## config.mk

```make
export PLATFORM = sky130hd
export DESIGN_NAME = cfl_timestep_reduction_top
export DESIGN_NICKNAME = d
export VERILOG_FILES = /design/src/cflr_pkg.sv /design/src/cfl_timestep_reduction_top.sv
export SDC_FILE = /design/constraint.sdc
export NUM_CORES = 2
export LEC_CHECK = 0
export BUFFER_PORTS_ARGS = -buffer_cell sky130_fd_sc_hd__buf_2
export CAP_MARGIN = 20
export CORE_MARGIN = 10
export CORE_UTILIZATION = 27
export DETAILED_ROUTE_END_ITERATION = 10
export PLACE_DENSITY = 0.42
export SLEW_MARGIN = 20
export SYNTH_ARGS = -nofsm -noshare
export SYNTH_HDL_FRONTEND = slang
export SYNTH_SLANG_ARGS = --single-unit
```

## constraint.sdc

```tcl
create_clock -name aclk -period 9.2 [get_ports aclk]
set_clock_uncertainty 0.2 [all_clocks]
set_input_delay 0.92 -clock aclk [delete_from_list [all_inputs] [get_ports aclk]]
set_output_delay 0.92 -clock aclk [all_outputs]
set_load 0.1 [all_outputs]
```

## src/cflr_pkg.sv

```systemverilog
// shared constants and register codes for the cfl timestep reduction block
`timescale 1ns / 1ps

package cflr_pkg;

    localparam int FRAC_BITS_DEF = 16;

    localparam int GAMMA_W = 19;
    localparam int CFL_W   = 17;
    localparam int WIDTH_W = 31;
    localparam int DT_W    = 31;
    localparam int CELL_W  = 32;
    localparam int IDX_W   = 3;

    localparam logic [GAMMA_W-1:0] GAMMA_RST = 19'd91750;
    localparam logic [CFL_W-1:0]   CFL_RST   = 17'd32768;
    localparam logic [WIDTH_W-1:0] DX_RST    = 31'd65536;
    localparam logic [WIDTH_W-1:0] DY_RST    = 31'd65536;
    localparam logic [DT_W-1:0]    DTMAX_RST = 31'd65536;

    localparam logic [IDX_W-1:0] REG_GAMMA = 3'd0;
    localparam logic [IDX_W-1:0] REG_CFL   = 3'd1;
    localparam logic [IDX_W-1:0] REG_DX    = 3'd2;
    localparam logic [IDX_W-1:0] REG_DY    = 3'd3;
    localparam logic [IDX_W-1:0] REG_DTMAX = 3'd4;

endpackage

```

## src/cfl_timestep_reduction_top.sv

```systemverilog
// cfl timestep reduction: serial multiplier, divider and square root under one sequencer
// a cell with nonpositive density skips the arithmetic; a last cell also computes
// the two cfl terms before the result is presented
// throughput: one cell at a time, set by the bit-serial divider (four divisions per cell,
// two more on a last cell) and the bit-serial multiplier (four per cell, two more on a last cell)
// reset: synchronous active-low aresetn restores register defaults, clears maxima and flag
`timescale 1ns / 1ps

module cfl_timestep_reduction_top #(
    parameter int FRAC_BITS = cflr_pkg::FRAC_BITS_DEF
) (
    input  logic                         aclk,
    input  logic                         aresetn,
    // density, momentum_x, momentum_y, total_energy from bit 0 up
    input  logic [127:0]                 s_tdata,
    input  logic                         s_tlast,
    input  logic                         s_tvalid,
    output logic                         s_tready,
    // timestep, zero pad bit
    output logic [31:0]                  m_tdata,
    // bad_cell_seen
    output logic                         m_tuser,
    output logic                         m_tvalid,
    input  logic                         m_tready,
    input  logic                         cfg_wr_en,
    input  logic [cflr_pkg::IDX_W-1:0]   cfg_index,
    input  logic [cflr_pkg::WIDTH_W-1:0] cfg_wdata
);
    import cflr_pkg::*;

    localparam logic [63:0] ONE    = 64'd1 << FRAC_BITS;
    localparam logic [63:0] A2_CAP = 64'hFFFF_FFFF_FFFF_FFFF >> FRAC_BITS;
    localparam logic [63:0] SPD_CAP = 64'h0000_0000_FFFF_FFFF;
    localparam logic [63:0] DT_CAP  = 64'h0000_0000_7FFF_FFFF;

    typedef enum logic [2:0] {S_IDLE, S_RUN, S_MUL, S_DIV, S_SQRT} state_t;
    typedef enum logic [3:0] {
        ST_KX, ST_KY, ST_KDIV, ST_PRES, ST_A2, ST_A2DIV, ST_SQRT, ST_AU, ST_AV,
        ST_MAX, ST_TX_MUL, ST_TX_DIV, ST_TY_MUL, ST_TY_DIV, ST_DONE
    } step_t;

    state_t state_reg;
    step_t  step_reg;

    logic [GAMMA_W-1:0] gamma_reg;
    logic [CFL_W-1:0]   cfl_reg;
    logic [WIDTH_W-1:0] dx_reg, dy_reg, dtmax_reg;

    logic [31:0] max_x_reg, max_y_reg;
    logic        bad_reg;

    logic [31:0] rho_reg, amx_reg, amy_reg, energy_reg;
    logic        last_reg;
    logic [63:0] t1_reg, a_reg, au_reg;
    logic [DT_W-1:0] tx_reg;

    // shared serial units
    logic [63:0] acc_reg, mcand_reg;
    logic [31:0] mplier_reg;
    logic [63:0] rem_reg, num_reg, den_reg, quo_reg;
    logic [63:0] sn_reg, root_reg, sbit_reg;
    logic [5:0]  cnt_reg;

    logic [31:0] m_tdata_reg;
    logic        m_tuser_reg, m_tvalid_reg;

    logic [64:0] div_trial;
    logic        div_ge;
    logic [63:0] sq_try;
    logic        sq_ge;
    logic signed [65:0] internal;
    logic        int_pos;
    logic [63:0] gm1;
    logic [63:0] quo_sat, a2_sat;
    logic [64:0] sx_sum, sy_sum;
    logic [31:0] sx, sy;
    logic [DT_W-1:0] ty, dt_a, dt_b;
    logic [31:0] in_rho, in_mx, in_my;
    logic        out_load;

    assign div_trial = {rem_reg, num_reg[63]};
    assign div_ge    = div_trial >= {1'b0, den_reg};
    assign sq_try    = root_reg + sbit_reg;
    assign sq_ge     = sn_reg >= sq_try;

    assign internal = $signed({{34{energy_reg[31]}}, energy_reg}) - $signed({2'b00, quo_reg});
    assign int_pos  = !internal[65] && (internal != '0);
    assign gm1      = ({45'd0, gamma_reg} >= ONE) ? ({45'd0, gamma_reg} - ONE) : 64'd0;

    assign quo_sat = (quo_reg > SPD_CAP) ? SPD_CAP : quo_reg;
    assign a2_sat  = (quo_reg > A2_CAP) ? A2_CAP : quo_reg;

    assign sx_sum = {1'b0, a_reg} + {1'b0, au_reg};
    assign sy_sum = {1'b0, a_reg} + {1'b0, quo_sat};
    assign sx = (sx_sum > {1'b0, SPD_CAP}) ? 32'hFFFF_FFFF : sx_sum[31:0];
    assign sy = (sy_sum > {1'b0, SPD_CAP}) ? 32'hFFFF_FFFF : sy_sum[31:0];

    assign ty   = (max_y_reg == '0) ? dtmax_reg
                : ((quo_reg > DT_CAP) ? DT_CAP[DT_W-1:0] : quo_reg[DT_W-1:0]);
    assign dt_a = (tx_reg < dtmax_reg) ? tx_reg : dtmax_reg;
    assign dt_b = (ty < dt_a) ? ty : dt_a;

    assign in_rho = s_tdata[31:0];
    assign in_mx  = s_tdata[63:32];
    assign in_my  = s_tdata[95:64];

    // result register loads once it is free or being emptied
    assign out_load = (state_reg == S_RUN) && (step_reg == ST_DONE)
                   && (!m_tvalid_reg || m_tready);

    assign s_tready = (state_reg == S_IDLE);
    assign m_tdata  = m_tdata_reg;
    assign m_tuser  = m_tuser_reg;
    assign m_tvalid = m_tvalid_reg;

    always_ff @(posedge aclk) begin
        if (!aresetn) begin
            state_reg    <= S_IDLE;
            step_reg     <= ST_KX;
            gamma_reg    <= GAMMA_RST;
            cfl_reg      <= CFL_RST;
            dx_reg       <= DX_RST;
            dy_reg       <= DY_RST;
            dtmax_reg    <= DTMAX_RST;
            max_x_reg    <= '0;
            max_y_reg    <= '0;
            bad_reg      <= 1'b0;
            m_tvalid_reg <= 1'b0;
            cnt_reg      <= '0;
        end else begin
            if (cfg_wr_en) begin
                case (cfg_index)
                    REG_GAMMA: gamma_reg <= cfg_wdata[GAMMA_W-1:0];
                    REG_CFL:   cfl_reg   <= cfg_wdata[CFL_W-1:0];
                    REG_DX:    dx_reg    <= cfg_wdata;
                    REG_DY:    dy_reg    <= cfg_wdata;
                    REG_DTMAX: dtmax_reg <= cfg_wdata;
                    default: ;
                endcase
            end

            if (m_tvalid_reg && m_tready && !out_load) begin
                m_tvalid_reg <= 1'b0;
            end

            case (state_reg)
                S_IDLE: begin
                    if (s_tvalid) begin
                        rho_reg    <= in_rho;
                        amx_reg    <= in_mx[31] ? (32'd0 - in_mx) : in_mx;
                        amy_reg    <= in_my[31] ? (32'd0 - in_my) : in_my;
                        energy_reg <= s_tdata[127:96];
                        last_reg   <= s_tlast;
                        if (in_rho[31] || in_rho == '0) begin
                            bad_reg <= 1'b1;
                            if (s_tlast) begin
                                step_reg  <= ST_TX_MUL;
                                state_reg <= S_RUN;
                            end
                        end else begin
                            step_reg  <= ST_KX;
                            state_reg <= S_RUN;
                        end
                    end
                end

                S_RUN: begin
                    // each step takes the last unit result and starts the next operation
                    case (step_reg)
                        ST_KX: begin
                            acc_reg    <= '0;
                            mcand_reg  <= {32'd0, amx_reg};
                            mplier_reg <= amx_reg;
                            cnt_reg    <= 6'd31;
                            step_reg   <= ST_KY;
                            state_reg  <= S_MUL;
                        end
                        ST_KY: begin
                            t1_reg     <= acc_reg;
                            acc_reg    <= '0;
                            mcand_reg  <= {32'd0, amy_reg};
                            mplier_reg <= amy_reg;
                            cnt_reg    <= 6'd31;
                            step_reg   <= ST_KDIV;
                            state_reg  <= S_MUL;
                        end
                        ST_KDIV: begin
                            rem_reg   <= '0;
                            quo_reg   <= '0;
                            num_reg   <= t1_reg + acc_reg;
                            den_reg   <= {31'd0, rho_reg, 1'b0};
                            cnt_reg   <= 6'd63;
                            step_reg  <= ST_PRES;
                            state_reg <= S_DIV;
                        end
                        ST_PRES: begin
                            acc_reg    <= '0;
                            mcand_reg  <= int_pos ? internal[63:0] : 64'd0;
                            mplier_reg <= gm1[31:0];
                            cnt_reg    <= 6'd31;
                            step_reg   <= ST_A2;
                            state_reg  <= S_MUL;
                        end
                        ST_A2: begin
                            acc_reg    <= '0;
                            mcand_reg  <= acc_reg >> FRAC_BITS;
                            mplier_reg <= {13'd0, gamma_reg};
                            cnt_reg    <= 6'd31;
                            step_reg   <= ST_A2DIV;
                            state_reg  <= S_MUL;
                        end
                        ST_A2DIV: begin
                            rem_reg   <= '0;
                            quo_reg   <= '0;
                            num_reg   <= acc_reg;
                            den_reg   <= {32'd0, rho_reg};
                            cnt_reg   <= 6'd63;
                            step_reg  <= ST_SQRT;
                            state_reg <= S_DIV;
                        end
                        ST_SQRT: begin
                            sn_reg    <= a2_sat << FRAC_BITS;
                            root_reg  <= '0;
                            sbit_reg  <= 64'd1 << 62;
                            cnt_reg   <= 6'd31;
                            step_reg  <= ST_AU;
                            state_reg <= S_SQRT;
                        end
                        ST_AU: begin
                            a_reg     <= root_reg;
                            rem_reg   <= '0;
                            quo_reg   <= '0;
                            num_reg   <= {32'd0, amx_reg} << FRAC_BITS;
                            den_reg   <= {32'd0, rho_reg};
                            cnt_reg   <= 6'd63;
                            step_reg  <= ST_AV;
                            state_reg <= S_DIV;
                        end
                        ST_AV: begin
                            au_reg    <= quo_sat;
                            rem_reg   <= '0;
                            quo_reg   <= '0;
                            num_reg   <= {32'd0, amy_reg} << FRAC_BITS;
                            den_reg   <= {32'd0, rho_reg};
                            cnt_reg   <= 6'd63;
                            step_reg  <= ST_MAX;
                            state_reg <= S_DIV;
                        end
                        ST_MAX: begin
                            if (sx > max_x_reg) begin
                                max_x_reg <= sx;
                            end
                            if (sy > max_y_reg) begin
                                max_y_reg <= sy;
                            end
                            if (last_reg) begin
                                step_reg <= ST_TX_MUL;
                            end else begin
                                state_reg <= S_IDLE;
                            end
                        end
                        ST_TX_MUL: begin
                            acc_reg    <= '0;
                            mcand_reg  <= {33'd0, dx_reg};
                            mplier_reg <= {15'd0, cfl_reg};
                            cnt_reg    <= 6'd31;
                            step_reg   <= ST_TX_DIV;
                            state_reg  <= S_MUL;
                        end
                        ST_TX_DIV: begin
                            rem_reg   <= '0;
                            quo_reg   <= '0;
                            num_reg   <= acc_reg;
                            den_reg   <= {32'd0, max_x_reg};
                            cnt_reg   <= 6'd63;
                            step_reg  <= ST_TY_MUL;
                            state_reg <= S_DIV;
                        end
                        ST_TY_MUL: begin
                            // zero speed gives the upper bound
                            tx_reg <= (max_x_reg == '0) ? dtmax_reg
                                    : ((quo_reg > DT_CAP) ? DT_CAP[DT_W-1:0]
                                                          : quo_reg[DT_W-1:0]);
                            acc_reg    <= '0;
                            mcand_reg  <= {33'd0, dy_reg};
                            mplier_reg <= {15'd0, cfl_reg};
                            cnt_reg    <= 6'd31;
                            step_reg   <= ST_TY_DIV;
                            state_reg  <= S_MUL;
                        end
                        ST_TY_DIV: begin
                            rem_reg   <= '0;
                            quo_reg   <= '0;
                            num_reg   <= acc_reg;
                            den_reg   <= {32'd0, max_y_reg};
                            cnt_reg   <= 6'd63;
                            step_reg  <= ST_DONE;
                            state_reg <= S_DIV;
                        end
                        ST_DONE: begin
                            // hold until the output register is free
                            if (out_load) begin
                                m_tdata_reg  <= {1'b0, dt_b};
                                m_tuser_reg  <= bad_reg;
                                m_tvalid_reg <= 1'b1;
                                max_x_reg    <= '0;
                                max_y_reg    <= '0;
                                bad_reg      <= 1'b0;
                                state_reg    <= S_IDLE;
                            end
                        end
                        default: state_reg <= S_IDLE;
                    endcase
                end

                S_MUL: begin
                    if (mplier_reg[0]) begin
                        acc_reg <= acc_reg + mcand_reg;
                    end
                    mcand_reg  <= mcand_reg << 1;
                    mplier_reg <= mplier_reg >> 1;
                    cnt_reg    <= cnt_reg - 6'd1;
                    if (cnt_reg == '0) begin
                        state_reg <= S_RUN;
                    end
                end

                S_DIV: begin
                    rem_reg <= div_ge ? (div_trial[63:0] - den_reg) : div_trial[63:0];
                    quo_reg <= {quo_reg[62:0], div_ge};
                    num_reg <= num_reg << 1;
                    cnt_reg <= cnt_reg - 6'd1;
                    if (cnt_reg == '0) begin
                        state_reg <= S_RUN;
                    end
                end

                S_SQRT: begin
                    if (sq_ge) begin
                        sn_reg   <= sn_reg - sq_try;
                        root_reg <= (root_reg >> 1) + sbit_reg;
                    end else begin
                        root_reg <= root_reg >> 1;
                    end
                    sbit_reg <= sbit_reg >> 2;
                    cnt_reg  <= cnt_reg - 6'd1;
                    if (cnt_reg == '0) begin
                        state_reg <= S_RUN;
                    end
                end

                default: state_reg <= S_IDLE;
            endcase
        end
    end

endmodule

```

==> impl_metrics.csv <==
group,metric,value,unit
synth,ys_seq_area_share,40.7,%
grt,grt_pass1_vias,66410,
final_layout,layout.cell_area.non_filler,0.0912,mm²
grt,grt_pass1_wl,468000,µm
place,hpwl,258000,µm
sta,timing.slew.headroom,21.2,%
critical_path,worstPathRequired,9740,ps
routing,routed_wirelength,325000,µm
synth,netlist.area_leader.share,35.4,%
critical_path,crit_path_end_kind,"flop",
power,leakagePower,34.3,nW
synth,synth_enable_flop_cells,929,
worst_hold_path,worst_hold_path_type,"input pin to flop",
critical_path,max_stage_delay,580,ps
critical_path,r2r_start,"a_reg[19]",
sta,final_max_slew_viol_count,0,
critical_path,critPathMaxFanout,32,
place,placement_cell_area,0.0858,mm²
final_layout,layout.core_utilization,31.4,%
synth,netlist_top_cells_count,"969 x sky130_fd_sc_hd__nand2_1, 929 x sky130_fd_sc_hd__edfxtp_1, 849 x sky130_fd_sc_hd__nor2_1",
sta,final_period_minus_worst_setup_slack,8680,ps
synth,top_reg_cell_synth,"sky130_fd_sc_hd__edfxtp_1",
place,final_weighted_congestion_in_routability_driven_placement,0.904,
worst_hold_path,whs_endpoint,"energy_reg[26]",
synth,async_flop_share,0,%
final_layout,syn_to_layout_area_delta,15.8,%
synth,top_count_cell_post_synth,"sky130_fd_sc_hd__nand2_1",
routing,avgViaCountPerCell,5.35,
place,buffer_ports.inserted,201,
clock_network,clkSinkCount,1137,
power,worst_ir_drop_vdd,0.000186,V
critical_path,worstSetupStartpointType,"flop",
synth,postSynthRegisterBits,1137,
die,die_width,560,µm
clock_network,clock_tree.htree_level_count,4,
routing,final_antenna_net_count,0,
clock_network,tritoncts,"built",
die,floorplan.initialDensity,27.1,%
die,floorplan.die_area,0.314,mm²
routing,dr.pass1.iters,8,
power,total_power,19.8,mW
synth,post_synth_main_area_contributors,"sky130_fd_sc_hd__edfxtp_1 35%, sky130_fd_sc_hd__ha_1 9.8%, sky130_fd_sc_hd__dfxtp_1 5.3%, sky130_fd_sc_hd__a21oi_1 5.0%, sky130_fd_sc_hd__nand2_1 4.6%",
power,cellPowerDensity,217,mW/mm²
worst_hold_path,hold_path_depth,1,
critical_path,worst-endpoint-arrival,9220,ps
final_layout,layout.nets,9714,
clock_network,clockBufferDepth,4,
critical_path,ff2ff_setup_slack,520,ps
sta,final_period_util,94.4,%
die,fp.dieH,560,µm
clock_network,numCtsBuffers,155,
job,max_cap_viol_count,0,
routing,num_vias,69375,
die,floorplan.io_pins,203,
clock_network,clk_transition_reported_paths,60,ps
grt,number_of_antenna_violations_at_the_first_check_in_global_routing,35,
synth,postSynthAreaPerCell,9.15,µm²
worst_hold_path,worstHoldStart,"s_tdata[122]",
synth,mappedNetlistArea,0.0788,mm²
critical_path,slowest_stage,"sky130_fd_sc_hd__or4b_4",
die,count_of_standard_cell_rows,198,
sta,timing.final.setup_violations,0,
clock_network,clk_latency,870,ps
sta,layout_setup_ws,519,ps
synth,yosys.area.top_type,"sky130_fd_sc_hd__edfxtp_1",
run_status,outcome,"finished, final reports clean",
grt,grt_max_degree,101,
die,core_region_area,0.291,mm²
place,post-place-ws,62.4,ps
synth,yosysWarnings,0,
synth,synth.lib_cells_used.distinct,94,
grt,overall_routing_resource_usage,19.6,%
critical_path,r2r.worst_path.cells,28,
sta,worstMarginPinSlew,1150,ps
routing,drt_drc_violations_left,0,
grt,grt-ovfl-total,0,
sta,max_clock_freq,115,MHz
clock_network,cts-root-buf,"sky130_fd_sc_hd__clkbuf_16",
critical_path,crit_type,"flop to flop",
routing,detailedRoute.firstIterationViolations,6058,
sta,hold_viol,0,
sta,tns,0,ps
sta,rsz0062_at_grt,"no",
final_layout,layout-drive-gt1-share,9.85,%
critical_path,worstReg2RegEnd,"max_x_reg[28]",
synth,synth_cells,8613,
routing,wl_per_cell,25.1,µm
-- power by group --
| part | total [mW] | switching, mW | internal, mW |
|---|---|---|---|
| clock network | 6.16 | 2.53 | 3.63 |
| logic | 6.74 | 4.56 | 2.19 |
| registers | 6.91 | 0.522 | 6.39 |
-- worst max path at each step --
stage               cells past startpoint  slack [ps]    startpoint            end
finish                                 28         520     a_reg[19]  max_x_reg[28]
global route                           28          30     a_reg[19]  max_x_reg[24]
CTS                                    37          80   quo_reg[33]  max_y_reg[13]
detailed placement                     36          60   quo_reg[33]  max_y_reg[25]
global placement                       37          60   quo_reg[33]  max_y_reg[22]
floorplan                               6         870  state_reg[0]      sn_reg[0]
-- area by class of cell --
cell class	instances	area, µm²
clock buffers	195	4150
well taps	3900	4880
flip-flops and latches	1137	32100
diodes	14	35.0
repair buffers	498	3440
fillers	30553	200000
clock inverters	84	873
multi-input cells	6774	44400
inverters	358	1350
-- timing repair --
| item | 4_1_cts | 5_1_grt |
|---|---|---|
| endpoints found under the hold margin | 17 | 0 |
| hold buffers | 17 | 0 |
| gates resized for setup | 1 | 25 |
| endpoints found under the setup margin | 5 | 64 |
| cloned | 0 | 1 |
| buffers inserted | 0 | 2 |
| pin swaps | 0 | 3 |
-- worst max-delay path: cells and delay by family, from the launching register on --
family / cells / cell delay (ps)
AOI/OAI and AO/OA: 7 / 1330
adders and majority gates: 2 / 770
buffers and inverters: 2 / 610
DFF: 1 / 400
muxes: 1 / 420
and+or+nand+nor: 16 / 4820
-- metal layers --
layer,up-vias,track usage [%],share of wire (%),routed length (µm)
met1,34192,28.3,47,154000
met5,-,0,0.017,55
met4,8,5.45,2.9,9600
met2,2043,30.5,44,143000
met3,384,2.65,5.7,18400
li1,32748,-,-,-
-- placed cells by master, fill, tap and decap left out, drive strengths merged, types with 64 or more instances in the layout --
| cell | instances |
|---|---|
| nor2b | 77 |
| and3 | 97 |
| xor2 | 246 |
| o21ai | 498 |
| a22oi | 78 |
| inv | 364 |
| nand2b | 64 |
| o211ai | 81 |
| a31oi | 120 |
| buf | 480 |
| nor2 | 849 |
| nand4 | 146 |
| ha | 615 |
| o21bai | 87 |
| nand2 | 969 |
| mux2i | 74 |
| edfxtp | 929 |
| nand3 | 133 |
| a221o | 81 |
| a21o | 295 |
| xnor2 | 295 |
| a211oi | 74 |
| a21oi | 787 |
| clkbuf | 196 |
| nor3 | 147 |
| conb | 65 |
| dfxtp | 208 |
| a221oi | 96 |
| or3 | 88 |
| nor4 | 68 |
-- through the flow --
step           instances  hold WS, ps
2_1_floorplan       8677          209
6_report           12960         64.2
3_5_place_dp       12647          241
3_3_place_gp       12647          238
5_1_grt            12952         24.4
4_1_cts            12943         1.03
-- cells by family (layout without fill, tap and decap cells) --
| group | count (synthesis) | in the layout | share of synthesized area, % |
|---|---|---|---|
| AOI/OAI and AO/OA | 2643 | 2643 | 22.1 |
| and+or+nand+nor | 2816 | 2816 | 16.4 |
| muxes | 87 | 87 | 1.13 |
| adders and majority gates | 622 | 622 | 9.94 |
| DFF | 1137 | 1137 | 40.7 |
| buffers and inverters | 766 | 1135 | 3.70 |
| xor gates and xnor gates | 541 | 541 | 6.01 |
| other | 1 | 79 | 0.00476 |
Note: power is estimated with default switching activity, not from simulation.
